$ cat config.mk
export PLATFORM = sky130hd
export DESIGN_NAME = i2c_master_transaction_engine_flat
export DESIGN_NICKNAME = d
export VERILOG_FILES = /design/src/rtl/i2cm_pkg.sv /design/src/rtl/i2cm_if.sv /design/src/rtl/i2c_master_transaction_engine.sv /design/src/rtl/i2cm_core.sv /design/src/flat_wrapper.sv
export SDC_FILE = /design/constraint.sdc
export NUM_CORES = 1
export LEC_CHECK = 0
export BUFFER_PORTS_ARGS = -buffer_cell sky130_fd_sc_hd__buf_2
export CAP_MARGIN = 20
export CELL_PAD_IN_SITES_DETAIL_PLACEMENT = 0
export CELL_PAD_IN_SITES_GLOBAL_PLACEMENT = 2
export CORE_MARGIN = 2
export CORE_UTILIZATION = 35
export DETAILED_ROUTE_END_ITERATION = 16
export HOLD_SLACK_MARGIN = 0.02
export PLACE_DENSITY_LB_ADDON = 0.1
export SLEW_MARGIN = 20
export SYNTH_ARGS = -nofsm -noshare
export SYNTH_HDL_FRONTEND = slang
export SYNTH_HIERARCHICAL = 1
export SYNTH_SLANG_ARGS = --single-unit
$ cat constraint.sdc
create_clock -name clk -period 10.5 [get_ports clk]
set_input_delay 1.05 -clock clk [delete_from_list [all_inputs] [get_ports clk]]
set_output_delay 1.05 -clock clk [all_outputs]
set_load 0.02 [all_outputs]
$ cat src/rtl/i2cm_pkg.sv
// Shared types, codes and sizes of the I2C master transaction engine.
`default_nettype none

package i2cm_pkg;

  localparam int BUFFER_DEPTH = 16;
  localparam int BUF_AW       = $clog2(BUFFER_DEPTH);
  localparam int FILL_W       = $clog2(BUFFER_DEPTH + 1);
  localparam int CNT_W        = 5;
  localparam int IDX_W        = 5;

  localparam logic [6:0] DEV_ADDR_RESET    = 7'd80;
  localparam logic [4:0] RETRY_RESET       = 5'd5;
  localparam logic [4:0] PROBE_RETRY_RESET = 5'd16;

  typedef enum logic [1:0] {
    FUNC_TICK  = 2'd0,
    FUNC_PUSH  = 2'd1,
    FUNC_START = 2'd2
  } func_t;

  typedef enum logic [1:0] {
    OP_WRITE = 2'd0,
    OP_READ  = 2'd1,
    OP_PROBE = 2'd2
  } op_t;

  typedef enum logic [1:0] {
    CFG_DEV_ADDR    = 2'd0,
    CFG_RETRY       = 2'd1,
    CFG_PROBE_RETRY = 2'd2
  } cfg_idx_t;

  typedef enum logic [7:0] {
    PH_IDLE  = 8'b0000_0001,
    PH_START = 8'b0000_0010,
    PH_TX    = 8'b0000_0100,
    PH_CHK   = 8'b0000_1000,
    PH_STOP  = 8'b0001_0000,
    PH_RXPRE = 8'b0010_0000,
    PH_RX    = 8'b0100_0000,
    PH_MACK  = 8'b1000_0000
  } phase_t;

  typedef struct packed {
    logic [1:0]       func;
    logic [1:0]       operation;
    logic             wide_address;
    logic [15:0]      register_address;
    logic [CNT_W-1:0] byte_count;
    logic [7:0]       write_byte;
    logic             sda_sample;
  } item_t;

  typedef struct packed {
    logic       scl_level;
    logic       sda_level;
    logic       sda_released;
    logic       busy_res;
    logic       done_res;
    logic       failed;
    logic [7:0] read_data;
    logic       read_valid;
    logic       last_byte;
  } res_t;

  typedef struct packed {
    logic [6:0] device_address;
    logic [4:0] retry_limit;
    logic [4:0] probe_retry_limit;
  } cfg_t;

endpackage

`default_nettype wire

$ cat src/rtl/i2cm_if.sv
// Channel interfaces: command/tick items, result items and register writes.
`default_nettype none

interface i2cm_item_if;
  import i2cm_pkg::*;
  logic             valid;
  logic             ready;
  logic [1:0]       func;
  logic [1:0]       operation;
  logic             wide_address;
  logic [15:0]      register_address;
  logic [CNT_W-1:0] byte_count;
  logic [7:0]       write_byte;
  logic             sda_sample;

  modport source (
    output valid, func, operation, wide_address, register_address, byte_count,
           write_byte, sda_sample,
    input  ready
  );
  modport sink (
    input  valid, func, operation, wide_address, register_address, byte_count,
           write_byte, sda_sample,
    output ready
  );
endinterface

interface i2cm_result_if;
  logic       valid;
  logic       ready;
  logic       scl_level;
  logic       sda_level;
  logic       sda_released;
  logic       busy_res;
  logic       done_res;
  logic       failed;
  logic [7:0] read_data;
  logic       read_valid;
  logic       last_byte;

  modport source (
    output valid, scl_level, sda_level, sda_released, busy_res, done_res, failed,
           read_data, read_valid, last_byte,
    input  ready
  );
  modport sink (
    input  valid, scl_level, sda_level, sda_released, busy_res, done_res, failed,
           read_data, read_valid, last_byte,
    output ready
  );
endinterface

interface i2cm_cfg_if;
  logic       valid;
  logic       ready;
  logic [1:0] index;
  logic [6:0] data;

  modport source (output valid, index, data, input ready);
  modport sink (input valid, index, data, output ready);
endinterface

`default_nettype wire

$ cat src/rtl/i2c_master_transaction_engine.sv
// I2C master transaction engine: top level with register port and result register.
//
// One item is taken per clock cycle and each item gives exactly one result in the next
// cycle, held in a single result register; the item channel stays ready while that
// register is empty or being drained in the same cycle, so the rate is one item per
// cycle whenever the result sink is ready. Items push write bytes (up to 16), start a
// write, read or address probe, or act as bus ticks: each tick moves SCL/SDA by one
// delay segment and carries the SDA level sampled during it. A missing acknowledge
// ends the attempt with a stop and restarts the whole transaction until the retry
// limit is used up, then done comes with failed set. Registers: 0 device address,
// 1 retry limit, 2 probe retry limit; write them only while no transaction is busy.
`default_nettype none

module i2c_master_transaction_engine (
  input wire logic     clk,
  input wire logic     rst,
  i2cm_item_if.sink    item,
  i2cm_result_if.source result,
  i2cm_cfg_if.sink     cfg
);
  import i2cm_pkg::*;

  cfg_t  cfg_q;
  item_t item_in;
  res_t  res_comb;
  res_t  res_q;
  logic  out_valid;
  logic  step;

  assign item.ready = !out_valid || result.ready;
  assign step       = item.valid && item.ready;
  assign cfg.ready  = 1'b1;

  assign item_in = '{
    func:             item.func,
    operation:        item.operation,
    wide_address:     item.wide_address,
    register_address: item.register_address,
    byte_count:       item.byte_count,
    write_byte:       item.write_byte,
    sda_sample:       item.sda_sample
  };

  always_ff @(posedge clk) begin
    if (rst) begin
      cfg_q.device_address    <= DEV_ADDR_RESET;
      cfg_q.retry_limit       <= RETRY_RESET;
      cfg_q.probe_retry_limit <= PROBE_RETRY_RESET;
    end else if (cfg.valid) begin
      case (cfg.index)
        CFG_DEV_ADDR:    cfg_q.device_address    <= cfg.data;
        CFG_RETRY:       cfg_q.retry_limit       <= cfg.data[4:0];
        CFG_PROBE_RETRY: cfg_q.probe_retry_limit <= cfg.data[4:0];
        default: begin
        end
      endcase
    end
  end

  i2cm_core u_core (
    .clk  (clk),
    .rst  (rst),
    .step (step),
    .item (item_in),
    .cfg  (cfg_q),
    .res  (res_comb)
  );

  always_ff @(posedge clk) begin
    if (rst) begin
      out_valid <= 1'b0;
    end else if (step) begin
      out_valid <= 1'b1;
    end else if (result.ready) begin
      out_valid <= 1'b0;
    end
  end

  always_ff @(posedge clk) begin
    if (step) begin
      res_q <= res_comb;
    end
  end

  assign result.valid        = out_valid;
  assign result.scl_level    = res_q.scl_level;
  assign result.sda_level    = res_q.sda_level;
  assign result.sda_released = res_q.sda_released;
  assign result.busy_res     = res_q.busy_res;
  assign result.done_res     = res_q.done_res;
  assign result.failed       = res_q.failed;
  assign result.read_data    = res_q.read_data;
  assign result.read_valid   = res_q.read_valid;
  assign result.last_byte    = res_q.last_byte;

endmodule

`default_nettype wire

$ cat src/rtl/i2cm_core.sv
// Bus sequencer: command latch, write buffer and per-tick SCL/SDA segment logic.
`default_nettype none

module i2cm_core (
  input  wire logic           clk,
  input  wire logic           rst,
  input  wire logic           step,
  input  wire i2cm_pkg::item_t item,
  input  wire i2cm_pkg::cfg_t  cfg,
  output i2cm_pkg::res_t      res
);
  import i2cm_pkg::*;

  phase_t            phase, phase_next;
  logic [1:0]        seg, seg_next;
  logic [2:0]        bit_index, bit_index_next;
  logic [IDX_W-1:0]  byte_index, byte_index_next;
  logic [4:0]        attempt, attempt_next;
  logic [7:0]        shift, shift_next;
  logic [FILL_W-1:0] fill, fill_next;
  logic [15:0]       cmd_reg, cmd_reg_next;
  logic [CNT_W-1:0]  cmd_cnt, cmd_cnt_next;
  logic [1:0]        cmd_op, cmd_op_next;
  logic              cmd_wide, cmd_wide_next;
  logic              nack, nack_next;
  logic              scl_q, scl_next;
  logic              sda_q, sda_next;

  logic [7:0]        wbuf [BUFFER_DEPTH];
  logic              buf_we;
  logic [7:0]        wbuf_q;

  logic [IDX_W-1:0]  na;
  logic [CNT_W-1:0]  wlen, rlen;
  logic [IDX_W-1:0]  bi1, slot, boff, rd_off;
  logic [7:0]        slot_byte;
  logic              last;
  logic [4:0]        lim, att1;

  // Slot count: device address, one or two register bytes, then data or read address.
  assign na   = cmd_wide ? IDX_W'(2) : IDX_W'(1);
  assign wlen = (cmd_cnt > CNT_W'(BUFFER_DEPTH)) ? CNT_W'(BUFFER_DEPTH) : cmd_cnt;
  assign rlen = (wlen == '0) ? CNT_W'(1) : wlen;
  assign bi1  = byte_index + IDX_W'(1);
  assign last = ({1'b0, byte_index} + 6'd1) >= {1'b0, rlen};

  // The check phase hands over to the next slot, the start phase to the current one.
  assign slot = (phase == PH_CHK) ? bi1 : byte_index;
  assign boff = slot - na - IDX_W'(1);

  // Buffer data is only loaded from the check phase, which lasts several ticks with
  // byte_index held, so the byte for the following slot is fetched ahead of time.
  assign rd_off = bi1 - na - IDX_W'(1);

  always_comb begin
    if (cmd_op == OP_PROBE) begin
      slot_byte = {cmd_reg[6:0], 1'b0};
    end else if (slot == '0) begin
      slot_byte = {cfg.device_address, 1'b0};
    end else if (slot <= na) begin
      slot_byte = (cmd_wide && slot == IDX_W'(1)) ? cmd_reg[15:8] : cmd_reg[7:0];
    end else if (cmd_op == OP_READ) begin
      slot_byte = {cfg.device_address, 1'b1};
    end else if ({1'b0, boff} < 6'(BUFFER_DEPTH)) begin
      slot_byte = wbuf_q;
    end else begin
      slot_byte = '0;
    end
  end

  assign lim  = (cmd_op == OP_PROBE) ?
                ((cfg.probe_retry_limit == '0) ? 5'd1 : cfg.probe_retry_limit) :
                ((cfg.retry_limit == '0) ? 5'd1 : cfg.retry_limit);
  assign att1 = attempt + 5'd1;

  always_comb begin
    phase_next      = phase;
    seg_next        = seg;
    bit_index_next  = bit_index;
    byte_index_next = byte_index;
    attempt_next    = attempt;
    shift_next      = shift;
    fill_next       = fill;
    cmd_reg_next    = cmd_reg;
    cmd_cnt_next    = cmd_cnt;
    cmd_op_next     = cmd_op;
    cmd_wide_next   = cmd_wide;
    nack_next       = nack;
    scl_next        = scl_q;
    sda_next        = sda_q;
    buf_we          = 1'b0;
    res             = '0;
    res.scl_level   = scl_q;
    res.sda_level   = sda_q;

    case (item.func)
      FUNC_PUSH: begin
        if (phase == PH_IDLE && fill < FILL_W'(BUFFER_DEPTH)) begin
          buf_we    = 1'b1;
          fill_next = fill + FILL_W'(1);
        end
      end
      FUNC_START: begin
        if (phase == PH_IDLE && item.operation != 2'd3) begin
          cmd_reg_next    = item.register_address;
          cmd_cnt_next    = item.byte_count;
          cmd_op_next     = item.operation;
          cmd_wide_next   = item.wide_address;
          fill_next       = '0;
          attempt_next    = '0;
          byte_index_next = '0;
          bit_index_next  = '0;
          seg_next        = '0;
          nack_next       = 1'b0;
          phase_next      = PH_START;
        end
      end
      FUNC_TICK: begin
        case (phase)
          PH_START: begin
            if (seg == 2'd0) begin
              scl_next = 1'b1;
              sda_next = 1'b1;
            end else if (seg == 2'd1) begin
              sda_next = 1'b0;
            end else begin
              scl_next = 1'b0;
            end
            res.scl_level = scl_next;
            res.sda_level = sda_next;
            if (seg < 2'd2) begin
              seg_next = seg + 2'd1;
            end else begin
              shift_next     = slot_byte;
              bit_index_next = '0;
              seg_next       = '0;
              phase_next     = PH_TX;
            end
          end
          PH_TX: begin
            if (seg == 2'd0) begin
              scl_next = 1'b0;
            end else if (seg == 2'd1) begin
              sda_next = shift[3'd7 - bit_index];
            end else begin
              scl_next = 1'b1;
            end
            res.scl_level = scl_next;
            res.sda_level = sda_next;
            if (seg < 2'd2) begin
              seg_next = seg + 2'd1;
            end else begin
              seg_next = '0;
              if (bit_index < 3'd7) begin
                bit_index_next = bit_index + 3'd1;
              end else begin
                // drop SCL after the segment is reported
                scl_next   = 1'b0;
                phase_next = PH_CHK;
              end
            end
          end
          PH_CHK: begin
            if (seg == 2'd0) begin
              scl_next         = 1'b0;
              sda_next         = 1'b1;
              res.sda_released = 1'b1;
            end else if (seg == 2'd1) begin
              scl_next         = 1'b1;
              res.sda_released = 1'b1;
              nack_next        = item.sda_sample;
            end else if (seg == 2'd2) begin
              scl_next         = 1'b0;
              res.sda_released = 1'b1;
            end
            res.scl_level = scl_next;
            res.sda_level = sda_next;
            if (seg < 2'd3) begin
              seg_next = seg + 2'd1;
            end else begin
              seg_next = '0;
              if (nack || cmd_op == OP_PROBE) begin
                phase_next = PH_STOP;
              end else begin
                byte_index_next = bi1;
                if (cmd_op == OP_WRITE) begin
                  if ({1'b0, bi1} < 6'd1 + {1'b0, na} + {1'b0, wlen}) begin
                    shift_next     = slot_byte;
                    bit_index_next = '0;
                    phase_next     = PH_TX;
                  end else begin
                    phase_next = PH_STOP;
                  end
                end else if (bi1 <= na) begin
                  shift_next     = slot_byte;
                  bit_index_next = '0;
                  phase_next     = PH_TX;
                end else if (bi1 == na + IDX_W'(1)) begin
                  // repeated start before the read address
                  phase_next = PH_START;
                end else begin
                  byte_index_next = '0;
                  phase_next      = PH_RXPRE;
                end
              end
            end
          end
          PH_STOP: begin
            if (seg == 2'd0) begin
              scl_next = 1'b0;
              sda_next = 1'b0;
            end else if (seg == 2'd1) begin
              scl_next = 1'b1;
            end else begin
              sda_next = 1'b1;
            end
            res.scl_level = scl_next;
            res.sda_level = sda_next;
            if (seg < 2'd2) begin
              seg_next = seg + 2'd1;
            end else begin
              seg_next  = '0;
              nack_next = 1'b0;
              if (nack) begin
                attempt_next = att1;
                if (att1 < lim) begin
                  byte_index_next = '0;
                  phase_next      = PH_START;
                end else begin
                  res.failed   = 1'b1;
                  res.done_res = 1'b1;
                  phase_next   = PH_IDLE;
                end
              end else begin
                res.done_res = 1'b1;
                phase_next   = PH_IDLE;
              end
            end
          end
          PH_RXPRE: begin
            scl_next         = 1'b0;
            res.scl_level    = 1'b0;
            res.sda_released = 1'b1;
            shift_next       = '0;
            bit_index_next   = '0;
            seg_next         = '0;
            phase_next       = PH_RX;
          end
          PH_RX: begin
            if (seg == 2'd0) begin
              scl_next   = 1'b1;
              shift_next = {shift[6:0], item.sda_sample};
            end else if (seg == 2'd2) begin
              scl_next = 1'b0;
            end
            res.scl_level    = scl_next;
            res.sda_released = 1'b1;
            if (seg < 2'd2) begin
              seg_next = seg + 2'd1;
            end else begin
              seg_next = '0;
              if (bit_index < 3'd7) begin
                bit_index_next = bit_index + 3'd1;
              end else begin
                sda_next   = 1'b1;
                phase_next = PH_MACK;
              end
            end
          end
          PH_MACK: begin
            if (seg == 2'd0) begin
              sda_next = last;
            end else if (seg == 2'd1) begin
              scl_next = 1'b1;
            end else begin
              scl_next = 1'b0;
            end
            res.scl_level = scl_next;
            res.sda_level = sda_next;
            if (seg < 2'd2) begin
              seg_next = seg + 2'd1;
            end else begin
              seg_next       = '0;
              res.read_data  = shift;
              res.read_valid = 1'b1;
              res.last_byte  = last;
              sda_next       = 1'b1;
              if (last) begin
                nack_next  = 1'b0;
                phase_next = PH_STOP;
              end else begin
                byte_index_next = bi1;
                phase_next      = PH_RXPRE;
              end
            end
          end
          default: begin
            phase_next = PH_IDLE;
          end
        endcase
      end
      default: begin
      end
    endcase

    res.busy_res = (phase_next != PH_IDLE);
  end

  always_ff @(posedge clk) begin
    if (rst) begin
      phase      <= PH_IDLE;
      seg        <= '0;
      bit_index  <= '0;
      byte_index <= '0;
      attempt    <= '0;
      shift      <= '0;
      fill       <= '0;
      cmd_reg    <= '0;
      cmd_cnt    <= '0;
      cmd_op     <= OP_WRITE;
      cmd_wide   <= 1'b0;
      nack       <= 1'b0;
      scl_q      <= 1'b1;
      sda_q      <= 1'b1;
    end else if (step) begin
      phase      <= phase_next;
      seg        <= seg_next;
      bit_index  <= bit_index_next;
      byte_index <= byte_index_next;
      attempt    <= attempt_next;
      shift      <= shift_next;
      fill       <= fill_next;
      cmd_reg    <= cmd_reg_next;
      cmd_cnt    <= cmd_cnt_next;
      cmd_op     <= cmd_op_next;
      cmd_wide   <= cmd_wide_next;
      nack       <= nack_next;
      scl_q      <= scl_next;
      sda_q      <= sda_next;
    end
  end

  always_ff @(posedge clk) begin
    if (step && buf_we) begin
      wbuf[fill[BUF_AW-1:0]] <= item.write_byte;
    end
    wbuf_q <= wbuf[rd_off[BUF_AW-1:0]];
  end

endmodule

`default_nettype wire

$ cat src/flat_wrapper.sv
// flat-port wrapper written by rule: the top's interface ports become plain ports
module i2c_master_transaction_engine_flat import i2cm_pkg::*;
  (clk, rst, item_valid, item_func, item_operation, item_wide_address, item_register_address, item_byte_count, item_write_byte, item_sda_sample, item_ready, result_valid, result_scl_level, result_sda_level, result_sda_released, result_busy_res, result_done_res, result_failed, result_read_data, result_read_valid, result_last_byte, result_ready, cfg_valid, cfg_index, cfg_data, cfg_ready);
  i2cm_item_if item_i ();
  i2cm_result_if result_i ();
  i2cm_cfg_if cfg_i ();
  input wire logic clk;
  input wire logic rst;
  input wire logic [$bits(item_i.valid)-1:0] item_valid;
  input wire logic [$bits(item_i.func)-1:0] item_func;
  input wire logic [$bits(item_i.operation)-1:0] item_operation;
  input wire logic [$bits(item_i.wide_address)-1:0] item_wide_address;
  input wire logic [$bits(item_i.register_address)-1:0] item_register_address;
  input wire logic [$bits(item_i.byte_count)-1:0] item_byte_count;
  input wire logic [$bits(item_i.write_byte)-1:0] item_write_byte;
  input wire logic [$bits(item_i.sda_sample)-1:0] item_sda_sample;
  output wire logic [$bits(item_i.ready)-1:0] item_ready;
  output wire logic [$bits(result_i.valid)-1:0] result_valid;
  output wire logic [$bits(result_i.scl_level)-1:0] result_scl_level;
  output wire logic [$bits(result_i.sda_level)-1:0] result_sda_level;
  output wire logic [$bits(result_i.sda_released)-1:0] result_sda_released;
  output wire logic [$bits(result_i.busy_res)-1:0] result_busy_res;
  output wire logic [$bits(result_i.done_res)-1:0] result_done_res;
  output wire logic [$bits(result_i.failed)-1:0] result_failed;
  output wire logic [$bits(result_i.read_data)-1:0] result_read_data;
  output wire logic [$bits(result_i.read_valid)-1:0] result_read_valid;
  output wire logic [$bits(result_i.last_byte)-1:0] result_last_byte;
  input wire logic [$bits(result_i.ready)-1:0] result_ready;
  input wire logic [$bits(cfg_i.valid)-1:0] cfg_valid;
  input wire logic [$bits(cfg_i.index)-1:0] cfg_index;
  input wire logic [$bits(cfg_i.data)-1:0] cfg_data;
  output wire logic [$bits(cfg_i.ready)-1:0] cfg_ready;
  assign item_i.valid = item_valid;
  assign item_i.func = item_func;
  assign item_i.operation = item_operation;
  assign item_i.wide_address = item_wide_address;
  assign item_i.register_address = item_register_address;
  assign item_i.byte_count = item_byte_count;
  assign item_i.write_byte = item_write_byte;
  assign item_i.sda_sample = item_sda_sample;
  assign item_ready = item_i.ready;
  assign result_valid = result_i.valid;
  assign result_scl_level = result_i.scl_level;
  assign result_sda_level = result_i.sda_level;
  assign result_sda_released = result_i.sda_released;
  assign result_busy_res = result_i.busy_res;
  assign result_done_res = result_i.done_res;
  assign result_failed = result_i.failed;
  assign result_read_data = result_i.read_data;
  assign result_read_valid = result_i.read_valid;
  assign result_last_byte = result_i.last_byte;
  assign result_i.ready = result_ready;
  assign cfg_i.valid = cfg_valid;
  assign cfg_i.index = cfg_index;
  assign cfg_i.data = cfg_data;
  assign cfg_ready = cfg_i.ready;
  i2c_master_transaction_engine u_core (.clk(clk), .rst(rst), .item(item_i), .result(result_i), .cfg(cfg_i));
endmodule
==> reports/qor.yml <==
tightest_slew_ns: 0.993
largest_reg_flops: 128
wirelength_um: 33200
cts_tree: "done"
post_drt_wl_per_cell_um: 21.9
drt-initial-drc-count: 740
rr_endpoint: "u_core/u_core/shift[4]"
r2r_setup_slack_ns: 6.60
startpoint_type: "register"
start_util: 0.356
end_kind: "register"
slowest_stage: "nor4b_1"
grt_max_degree: 65
syn-cell-area_um2: 11600
whs_path_depth: 2
cp_max_fo: 13
clock_sinks: 233
ant_nets: 0
ir_drop_mv: 0.134
synth.top_cell.area_share: 0.372
drc: 0
grt_antenna_before_repair: 0
regArea_um2: 6110
setup_viol: 0
ys_seq_elements: 233
reg2reg_from: "u_core/u_core/phase[2]"
port_buffers: 66
synth_fp_nets: 1087
clockBufferDepth: 3
cellLeakagePower_nw: 4.70
tns_ns: 0
clk_latency_ns: 0.56
powerDensity_nw_per_um2: 161
dieArea_um2: 34700
worst_slack_ns: 6.60
area_growth_pct: 14.4
cts_inserted_buffers: 28
hold_path.class: "reg -> reg"
crit_required_ns: 10.99
pin_count: 68
async_flop_share: 0
dr.pass1.iters: 5
synthCells: 1002
placementRows: 66
max_freq_mhz: 256
crit_type: "reg -> reg"
cp_data_arrival_time_ns: 4.39
vias_per_cell: 5.39
synth-edff-count: 144
cts-htree-levels: 1
postCtsResizedCells: 0
insertedDiodeCount: 0
place_congestion: 0.888
grt_pass1_wl_um: 51300
core_um2: 32600
final_layout_size_suffix_gt1_frac: 0.179
die_y_um: 186
grt_pass1_vias: 8197
final_nets: 1143
rsz0062_at_grt: "false"
fin_crit_ns: 3.90
crit_buf_inv: 0
max_slew_margin: 0.333
dpl_worst_slack_ns: 6.62
finalCritPeriodShare: 0.372
root_buffer: "clkbuf_16"
synth_area_leader_cell: "edfxtp_1"
max_stage_delay_ns: 0.63
synth_warnings: 6
final_hold_viol_count: 0
outcome: "finished, final reports clean"
drv_cap: 0
ctsHoldBuffers: 0
cp_top_family: "compound AO/OA/AOI/OAI gates"
worstRegToRegCells: 12
holdPathEnd: "u_core/u_core/cmd_reg[15]"
clkSlewWorstSetupHoldPaths_ns: 0.06
synthTopCellsByArea: "edfxtp_1, dfxtp_1, mux4_2"
crit_top_cell: "nand2_1"
crit_chain: "nor4b_1 -> nand2_2 -> nand2_1 -> nand2_1 -> ha_1 -> a21oi_1 -> mux2_2 -> a41oi_4 -> xor2_4 -> a211oi_1 -> a2111oi_1 -> o311a_1"
vias: 8194
cts_setup_buffers: 0
dpl.hpwl_um: 23900
yosysSeqAreaShare: 0.525
ys_types: 88
syn_avg_cell_area_um2: 11.6
skew_ns: 0.0155
die_w_um: 186
post-route-util: 0.408
synth-main-ff-cell: "edfxtp_1"
grt-ovfl-total: 0
slew_viol_final: 0
track_usage: 0.197
multiInputGateArea_um2: 5200
nFillCells: 3213
min-delay-start: "u_core/u_core/cmd_reg[15]"
==> per-layer routing <==
layer  global-route usage  wire length, um  share of wire
met5                    0                0              0
met4               0.0665             1060          0.032
met3               0.0249             1370          0.041
met2                0.329            15800           0.47
met1                0.266            15100           0.45
==> power by group <==
group | switching, mW | internal, mW
sequential | 0.0149 | 0.988
clock | 0.387 | 0.566
combinational | 0.108 | 0.0709
total | 0.511 | 1.63
==> worst register-to-register path: cells and delay by family, from the launching register on <==
family	cells	cell delay, ns
AOI/OAI and AO/OA	5	1.27
and+or+nand+nor	4	1.12
DFF	1	0.46
muxes	1	0.38
adders and majority gates	1	0.30
xor gates and xnor gates	1	0.30
==> cell families after synthesis <==
family / Yosys count / synth area share
other cells: 1 / 0.000323
compound gates: 200 / 0.122
fa+ha+maj: 36 / 0.0400
simple gates: 358 / 0.154
xor+xnor: 16 / 0.0137
buf+inv: 76 / 0.0278
flops: 233 / 0.525
mux: 82 / 0.116
==> final cells by class <==
type / instances / share of cell area
clock inverter: 15 / 0.0136
clock buffer: 36 / 0.0550
timing repair buffer: 81 / 0.0333
inverter: 21 / 0.00593
multi-input combinational: 693 / 0.391
sequential: 233 / 0.459
tap: 442 / 0.0416
==> cell usage after synthesis, drive strengths merged (9+ instances only) <==
| cell | instances |
|---|---|
| nor3 | 23 |
| nand3 | 22 |
| a21oi | 58 |
| buf | 15 |
| xor2 | 9 |
| a31oi | 9 |
| mux2i | 35 |
| o21ai | 28 |
| mux4 | 42 |
| nand2 | 113 |
| edfxtp | 144 |
| nand2b | 32 |
| dfxtp | 89 |
| nor4 | 11 |
| a211oi | 13 |
| and2 | 17 |
| clkbuf | 40 |
| nor2 | 87 |
| nor2b | 11 |
| inv | 20 |
| ha | 34 |
==> through the flow <==
stage	area [um2]	total power [mW]	cells	hold slack (ns)
2_1_floorplan	11600	1.13	1002	0.433
3_3_place_gp	12400	1.20	1470	0.447
3_5_place_dp	12400	1.20	1470	0.448
4_1_cts	13300	2.17	1521	0.458
5_1_grt	13300	2.22	1521	0.472
6_report	13300	2.14	1521	0.457
==> worst max-delay path by stage <==
stage                                     endpoint                   startpoint  slack (ns)  cells after the start
after global placement      u_core/u_core/shift[7]  u_core/u_core/byte_index[0]        6.63                     10
after CTS                   u_core/u_core/shift[7]  u_core/u_core/byte_index[0]        6.60                     10
after floorplan           u_core/u_core/wbuf[1][0]                 result_ready        6.79                      7
after global routing        u_core/u_core/shift[2]       u_core/u_core/phase[2]        6.24                     12
after detailed placement  u_core/u_core/wbuf[2][5]                 result_ready        6.62                      8
final                       u_core/u_core/shift[4]       u_core/u_core/phase[2]        6.60                     12
==> placed cells by master (no fill, tap or decap), drive strengths merged, types with 5 or more instances in the layout <==
master,Yosys,final
a211oi,13,13
a21oi,58,58
a22o,8,8
a31oi,9,9
and2,17,17
and3,7,7
buf,15,81
clkbuf,40,36
clkinv,1,9
dfxtp,89,89
edfxtp,144,144
ha,34,34
inv,20,20
mux2,5,5
mux2i,35,35
mux4,42,42
nand2,113,113
nand2b,32,32
nand3,22,22
nand4,8,8
nor2,87,87
nor2b,11,11
nor3,23,23
nor4,11,11
o21a,8,8
o21ai,28,28
o31ai,8,8
o32ai,7,7
or3,5,5
xnor2,7,7
xor2,9,9
Note: power is estimated with default switching activity, not from simulation.
